--- config.mk ---
export PLATFORM = sky130hd
export DESIGN_NAME = tfi_fuzzify
export DESIGN_NICKNAME = d
export VERILOG_FILES = /design/src/hdl/tsukamoto_fuzzy_inference_2x3_unit_macros.svh /design/src/hdl/tfi_pkg.sv /design/src/hdl/tfi_fuzzify.sv
export SDC_FILE = /design/constraint.sdc
export NUM_CORES = 1
export LEC_CHECK = 0
export BUFFER_PORTS_ARGS = -buffer_cell sky130_fd_sc_hd__buf_2
export CAP_MARGIN = 20
export CORE_AREA = 2 2 294 296
export DETAILED_ROUTE_END_ITERATION = 12
export DIE_AREA = 0 0 296 298
export GPL_TIMING_DRIVEN = 0
export SYNTH_ARGS = -nofsm -noshare
export SYNTH_HDL_FRONTEND = slang
export SYNTH_SLANG_ARGS = --single-unit
export TNS_END_PERCENT = 20
--- constraint.sdc ---
create_clock -name i_clk -period 32 [get_ports i_clk]
set_input_delay 3.2 -clock i_clk [delete_from_list [all_inputs] [get_ports i_clk]]
set_output_delay 3.2 -clock i_clk [all_outputs]
set_load 0.005 [all_outputs]
--- src/hdl/tsukamoto_fuzzy_inference_2x3_unit_macros.svh ---
// Assertion macros used by the top-level RTL file.
`ifndef TSUKAMOTO_FUZZY_INFERENCE_2X3_UNIT_MACROS_SVH
`define TSUKAMOTO_FUZZY_INFERENCE_2X3_UNIT_MACROS_SVH
`ifndef ASSERT_OFF
`define TFI_ASSERT_IMP(lbl, ante, cons, msg) \
    lbl: assert property (@(posedge i_clk) disable iff (!i_rst_n) (ante) |-> (cons)) \
        else $error(msg);
`define TFI_ASSERT_NXT(lbl, ante, cons, msg) \
    lbl: assert property (@(posedge i_clk) disable iff (!i_rst_n) (ante) |=> (cons)) \
        else $error(msg);
`else
`define TFI_ASSERT_IMP(lbl, ante, cons, msg)
`define TFI_ASSERT_NXT(lbl, ante, cons, msg)
`endif
`endif

--- src/hdl/tfi_pkg.sv ---
package tfi_pkg;

    localparam int unsigned VAL_W     = 16;
    localparam int unsigned MEMB_W    = 16;
    localparam int unsigned NUM_CFG   = 8;
    localparam int unsigned CFG_IDX_W = 3;

    localparam logic [MEMB_W-1:0] ONE_Q15 = 16'h8000;

    localparam logic [CFG_IDX_W-1:0] CFG_COUNT_LOW  = 3'd0;
    localparam logic [CFG_IDX_W-1:0] CFG_COUNT_MID  = 3'd1;
    localparam logic [CFG_IDX_W-1:0] CFG_COUNT_HIGH = 3'd2;
    localparam logic [CFG_IDX_W-1:0] CFG_AMT_LOW    = 3'd3;
    localparam logic [CFG_IDX_W-1:0] CFG_AMT_MID    = 3'd4;
    localparam logic [CFG_IDX_W-1:0] CFG_AMT_HIGH   = 3'd5;
    localparam logic [CFG_IDX_W-1:0] CFG_OUT_LOW    = 3'd6;
    localparam logic [CFG_IDX_W-1:0] CFG_OUT_MID    = 3'd7;

    localparam logic [VAL_W-1:0] CFG_RESET [NUM_CFG] = '{
        16'd16384, 16'd32768, 16'd49152, 16'd16384,
        16'd32768, 16'd49152, 16'd0, 16'd32768
    };

    localparam int unsigned OUT_BREAK_HIGH_DEF = 65535;

    // Rule slots: 0..8 in row order of (first input set, second input set).
    localparam int unsigned NUM_RULES = 9;
    // Sample lanes: four small, two medium rising, two medium falling, three large.
    localparam int unsigned NUM_LANES = 11;
    localparam int unsigned LANE_SRC [NUM_LANES] = '{0, 1, 3, 6, 2, 4, 2, 4, 5, 7, 8};
    localparam logic [NUM_LANES-1:0] LANE_RISE  = 11'b111_0011_0000;
    localparam logic [NUM_LANES-1:0] LANE_UPPER = 11'b111_1100_0000;

    localparam int unsigned DEN_W  = 19;
    localparam int unsigned SAMP_W = 31;
    localparam int unsigned TERM_W = 47;
    localparam int unsigned PSUM_W = 49;
    localparam int unsigned NUM_W  = 51;
    localparam int unsigned QUO_W  = 24;

    typedef struct packed {
        logic [VAL_W-1:0] count_value;
        logic [VAL_W-1:0] amount_value;
    } t_in;

    typedef struct packed {
        logic [QUO_W-1:0] crisp_result;
        logic             weight_error;
    } t_out;

    typedef struct packed {
        logic [MEMB_W-1:0] low;
        logic [MEMB_W-1:0] mid;
        logic [MEMB_W-1:0] high;
    } t_memb;

endpackage

--- src/hdl/tfi_fuzzify.sv ---
module tfi_fuzzify
    import tfi_pkg::*;
(
    input  logic             i_clk,
    input  logic             i_en,
    input  logic [VAL_W-1:0] i_x,
    input  logic [VAL_W-1:0] i_lo,
    input  logic [VAL_W-1:0] i_md,
    input  logic [VAL_W-1:0] i_hi,
    output t_memb            o_memb
);

    localparam logic [2:0] CLS_LOW  = 3'd0;
    localparam logic [2:0] CLS_RISE = 3'd1;
    localparam logic [2:0] CLS_MID  = 3'd2;
    localparam logic [2:0] CLS_FALL = 3'd3;
    localparam logic [2:0] CLS_HIGH = 3'd4;

    localparam int unsigned STEPS  = 15;
    localparam int unsigned STAGES = 4;
    localparam int unsigned PER    = 4;

    logic [2:0]       r_cls [0:STAGES];
    logic [VAL_W-1:0] r_rem [0:STAGES];
    logic [VAL_W-1:0] r_d   [0:STAGES];
    logic [STEPS-1:0] r_q   [0:STAGES];

    logic [2:0]       n_cls;
    logic [VAL_W-1:0] n_a;
    logic [VAL_W-1:0] n_d;

    t_memb            n_memb;
    t_memb            r_memb;
    logic [MEMB_W-1:0] v_comp;

    always_comb begin
        n_cls = CLS_HIGH;
        n_a   = '0;
        n_d   = 16'd1;
        priority if (i_x <= i_lo) begin
            n_cls = CLS_LOW;
        end else if (i_x < i_md) begin
            n_cls = CLS_RISE;
            n_a   = i_x - i_lo;
            n_d   = i_md - i_lo;
        end else if (i_x == i_md) begin
            n_cls = CLS_MID;
        end else if (i_x < i_hi) begin
            n_cls = CLS_FALL;
            n_a   = i_x - i_md;
            n_d   = i_hi - i_md;
        end else begin
            n_cls = CLS_HIGH;
        end
    end

    always_ff @(posedge i_clk) begin
        if (i_en) begin
            r_cls[0] <= n_cls;
            r_rem[0] <= n_a;
            r_d[0]   <= n_d;
            r_q[0]   <= '0;
        end
    end

    // Restoring division of a * 2^15 by d; a < d keeps the quotient in 15 bits.
    for (genvar s = 1; s <= STAGES; s++) begin : g_div
        logic [VAL_W-1:0] n_rem;
        logic [STEPS-1:0] n_q;
        logic [VAL_W:0]   v_t;

        always_comb begin
            n_rem = r_rem[s-1];
            n_q   = r_q[s-1];
            v_t   = '0;
            for (int j = 0; j < PER; j++) begin
                if ((s - 1) * PER + j < STEPS) begin
                    v_t = {n_rem, 1'b0};
                    if (v_t >= {1'b0, r_d[s-1]}) begin
                        n_rem = VAL_W'(v_t - {1'b0, r_d[s-1]});
                        n_q   = {n_q[STEPS-2:0], 1'b1};
                    end else begin
                        n_rem = v_t[VAL_W-1:0];
                        n_q   = {n_q[STEPS-2:0], 1'b0};
                    end
                end
            end
        end

        always_ff @(posedge i_clk) begin
            if (i_en) begin
                r_cls[s] <= r_cls[s-1];
                r_d[s]   <= r_d[s-1];
                r_rem[s] <= n_rem;
                r_q[s]   <= n_q;
            end
        end
    end

    // The complementary membership is 1.0 - q, one less when the division left a remainder.
    assign v_comp = ONE_Q15 - {1'b0, r_q[STAGES]} - {15'd0, (r_rem[STAGES] != '0)};

    always_comb begin
        n_memb = '0;
        unique case (r_cls[STAGES])
            CLS_LOW: begin
                n_memb.low = ONE_Q15;
            end
            CLS_RISE: begin
                n_memb.low = v_comp;
                n_memb.mid = {1'b0, r_q[STAGES]};
            end
            CLS_MID: begin
                n_memb.mid = ONE_Q15;
            end
            CLS_FALL: begin
                n_memb.mid  = v_comp;
                n_memb.high = {1'b0, r_q[STAGES]};
            end
            default: begin
                n_memb.high = ONE_Q15;
            end
        endcase
    end

    always_ff @(posedge i_clk) begin
        if (i_en) begin
            r_memb <= n_memb;
        end
    end

    assign o_memb = r_memb;

endmodule

==> run_summary.xml <==
<?xml version="1.0" encoding="UTF-8"?>
<metrics>
  <group name="timing">
    <metric name="tightestPinTransition" unit="ps">1090</metric>
    <metric name="timing.final.max_slew_violations" unit="">0</metric>
    <metric name="finalCritPeriodShare" unit="">0.402</metric>
    <metric name="fin_crit" unit="ps">12870</metric>
    <metric name="slew_headroom" unit="">0.272</metric>
    <metric name="report.final.setup_viol" unit="">0</metric>
    <metric name="rsz0062_at_grt" unit="">no</metric>
    <metric name="fmax" unit="MHz">77.7</metric>
    <metric name="timing.setup.tns" unit="ps">0</metric>
    <metric name="finalHoldViolCount" unit="">0</metric>
    <metric name="clock_skew" unit="ps">18.1</metric>
  </group>
  <group name="logic_synthesis">
    <metric name="flip_flop_and_latch_count_after_synthesis" unit="">246</metric>
    <metric name="netlist.top_cell.by_area" unit="">sky130_fd_sc_hd__edfxtp_1</metric>
    <metric name="yosysMostFrequentCell" unit="">sky130_fd_sc_hd__ha_1</metric>
    <metric name="basic_gate_share_of_the_synthesized_area_counting_and_or_nand_and_nor_cells" unit="">0.150</metric>
    <metric name="yosys-top-cells-area" unit="">sky130_fd_sc_hd__edfxtp_1 29%, sky130_fd_sc_hd__ha_1 16%, sky130_fd_sc_hd__mux2_2 5.3%</metric>
    <metric name="synthArstFlopShare" unit="">0</metric>
    <metric name="synthDistinctLibCells" unit="">95</metric>
    <metric name="ys_seq_area_frac" unit="">0.292</metric>
    <metric name="synth_nets" unit="">3164</metric>
    <metric name="synth_enable_flop_cells" unit="">246</metric>
    <metric name="synth.mux.area_fraction" unit="">0.0664</metric>
    <metric name="synth_largest_type_area_fraction" unit="">0.292</metric>
    <metric name="synth.avg_cell_area" unit="um2">9.13</metric>
    <metric name="main_combinational_cell_family_by_area_after_synthesis" unit="">compound AO/OA/AOI/OAI gates</metric>
    <metric name="warnings_from_yosys" unit="">0</metric>
    <metric name="post_synthesis_instance_area" unit="um2">25300</metric>
    <metric name="synth_top_cells_by_count" unit="">323 x sky130_fd_sc_hd__ha_1, 287 x sky130_fd_sc_hd__nor2_1, 246 x sky130_fd_sc_hd__edfxtp_1, 199 x sky130_fd_sc_hd__a21oi_1, 196 x sky130_fd_sc_hd__inv_1</metric>
    <metric name="synth-compound-area-share" unit="">0.206</metric>
    <metric name="number_of_instances_in_the_synthesized_netlist" unit="">2767</metric>
    <metric name="synthFlopType" unit="">sky130_fd_sc_hd__edfxtp_1</metric>
    <metric name="synthesized_area_fraction_occupied_by_xor_and_xnor_cells" unit="">0.0791</metric>
    <metric name="synth_adder_area_share" unit="">0.166</metric>
  </group>
  <group name="route">
    <metric name="drt_iter0_drc" unit="">1419</metric>
    <metric name="route.detailed.wl_per_inst" unit="um">16.4</metric>
    <metric name="drcViolationCount" unit="">0</metric>
    <metric name="drtPass1Iterations" unit="">6</metric>
    <metric name="drtAntennaViolNets" unit="">0</metric>
    <metric name="vias" unit="">20900</metric>
    <metric name="detail_route.wirelength" unit="um">67100</metric>
    <metric name="vias_per_cell" unit="">5.12</metric>
  </group>
  <group name="global_routing">
    <metric name="grt_first_pass_wirelength" unit="um">105000</metric>
    <metric name="first_global_vias" unit="">19700</metric>
    <metric name="antenna_found_initial" unit="">0</metric>
    <metric name="grt_overflow" unit="">0</metric>
    <metric name="gr-usage-all-layers" unit="">0.146</metric>
    <metric name="maximum_number_of_pins_on_one_net_before_global_route_repair" unit="">119</metric>
  </group>
  <group name="die">
    <metric name="die_width" unit="um">296</metric>
    <metric name="fp.dieArea" unit="um2">88200</metric>
    <metric name="site_row_count" unit="">107</metric>
    <metric name="top_level_ports" unit="">114</metric>
    <metric name="core_area" unit="um2">84900</metric>
    <metric name="effective_utilization_at_floorplan" unit="">0.298</metric>
    <metric name="die_height" unit="um">298</metric>
  </group>
  <group name="final_layout">
    <metric name="multiInputGateArea" unit="um2">16900</metric>
    <metric name="antenna-diode-count" unit="">0</metric>
    <metric name="final-seq-area" unit="um2">7390</metric>
    <metric name="n_fill_cell" unit="">8871</metric>
    <metric name="layout-drive-gt1-share" unit="">0.120</metric>
    <metric name="area.growth.synth_to_final" unit="%">11.7</metric>
    <metric name="finalNetCount" unit="">3309</metric>
  </group>
  <group name="clock_network">
    <metric name="post_cts_resized" unit="">0</metric>
    <metric name="cts.path.max_buffers" unit="">3</metric>
    <metric name="path_clk_slew" unit="ps">60</metric>
    <metric name="cts.sinks" unit="">246</metric>
    <metric name="tritoncts.num_buffers" unit="">27</metric>
    <metric name="tritoncts" unit="">done</metric>
    <metric name="postCtsSetupRepairBufs" unit="">0</metric>
    <metric name="clockRootBuffer" unit="">sky130_fd_sc_hd__clkbuf_16</metric>
    <metric name="cts_hold_buffers" unit="">0</metric>
    <metric name="ctsHtreeMaxLevel" unit="">1</metric>
    <metric name="insertion_delay" unit="ps">560</metric>
  </group>
  <group name="outcome">
    <metric name="run_status" unit="">complete, no violations</metric>
  </group>
  <group name="place">
    <metric name="dp_hpwl" unit="um">54400</metric>
    <metric name="finalWeightedCongestion" unit="">0.898</metric>
    <metric name="port_buffers" unit="">113</metric>
  </group>
  <group name="critical_path">
    <metric name="slowest_delay" unit="ps">650</metric>
    <metric name="crit_fanout" unit="">10</metric>
    <metric name="crit_path_start_kind" unit="">flop</metric>
    <metric name="worst_setup_path_end_kind" unit="">flop</metric>
    <metric name="timing.critical_path.slowest_stage_cell" unit="">sky130_fd_sc_hd__edfxtp_1</metric>
    <metric name="path_class" unit="">reg2reg</metric>
    <metric name="cp.arrival" unit="ps">13170</metric>
    <metric name="req_time_crit_path" unit="ps">32300</metric>
  </group>
  <group name="flow_run">
    <metric name="drv_cap" unit="">0</metric>
  </group>
  <group name="hold_path">
    <metric name="hp_class" unit="">reg2reg</metric>
  </group>
</metrics>
-- worst paths after layout --
| kind | startpoint | to | slack (ps) | cells past startpoint |
|---|---|---|---|---|
| worst min-delay path | r_cls[0][8] | r_cls[0][11] | 420 | 0 |
| worst max register to register | r_d[0][17] | r_rem[0][46] | 19130 | 48 |
| worst min register to register | r_cls[0][8] | r_cls[0][11] | 420 | 0 |
| worst max-delay path | r_d[0][17] | r_rem[0][46] | 19130 | 48 |
-- per-layer routing --
metal,vias to the layer above,global-route usage,wire [um]
met5,-,0,0
met4,0,0.0363,1650
met3,95,0.0143,2570
met2,505,0.246,30900
met1,9691,0.201,31900
li1,10600,-,-
-- registers in the layout, indices dropped and copies added (netlist names) --
register  cells
r_rem        80
r_cls        15
r_d          64
r_q          39
o_memb       48
-- cell usage in the layout, fill, tap and decap left out, types with 60 or more instances in the layout --
cell                       Yosys  final
sky130_fd_sc_hd__inv_1       196    196
sky130_fd_sc_hd__xor2_1       75     75
sky130_fd_sc_hd__buf_2         6    118
sky130_fd_sc_hd__edfxtp_1    246    246
sky130_fd_sc_hd__a21o_1      120    120
sky130_fd_sc_hd__a21oi_1     199    199
sky130_fd_sc_hd__mux2_2      119    119
sky130_fd_sc_hd__nand2_1     145    145
sky130_fd_sc_hd__o21a_1       60     60
sky130_fd_sc_hd__o21ai_0     134    134
sky130_fd_sc_hd__xnor2_1     153    153
sky130_fd_sc_hd__ha_1        323    323
sky130_fd_sc_hd__nor2_1      287    287
-- worst max-delay path, delay by kind of cell, from the launching register on --
family	cells	cell delay (ps)
multiplexers	2	790
AND/OR/NAND/NOR	8	1170
buffers and inverters	9	2360
AO/OA/AOI/OAI	25	6340
flip-flops	1	650
adder cells (fa/ha/maj)	4	1250
-- kinds of logic after synthesis --
family | after synthesis
compound gates | 783
simple gates | 783
fa+ha+maj | 331
buf+inv | 251
flops | 246
xor+xnor | 228
mux | 145
-- through the flow --
stage               area (um2)  cells   util  hold WS [ps]  worst slack (ps)
CTS                      28200   4077  0.332           419             19330
global route             28200   4077  0.332           422             18240
detailed placement       27300   4027  0.322           405             19390
global placement         27300   4024  0.321           402             19330
finish                   28200   4077  0.332           417             19130
floorplan                25300   2767      -           400             21740
-- layout make-up --
type,count,share of cell area
Buffer,51,0.00936
Clock buffer,31,0.0245
Clock inverter,19,0.00683
Inverter,200,0.0266
Multi-Input combinational cell,2270,0.597
Sequential cell,246,0.262
Tap cell,1144,0.0507
Timing Repair Buffer,116,0.0226
Power is not shown: default switching activity piles up to over one toggle a cycle in this logic, so the estimate is an artifact.
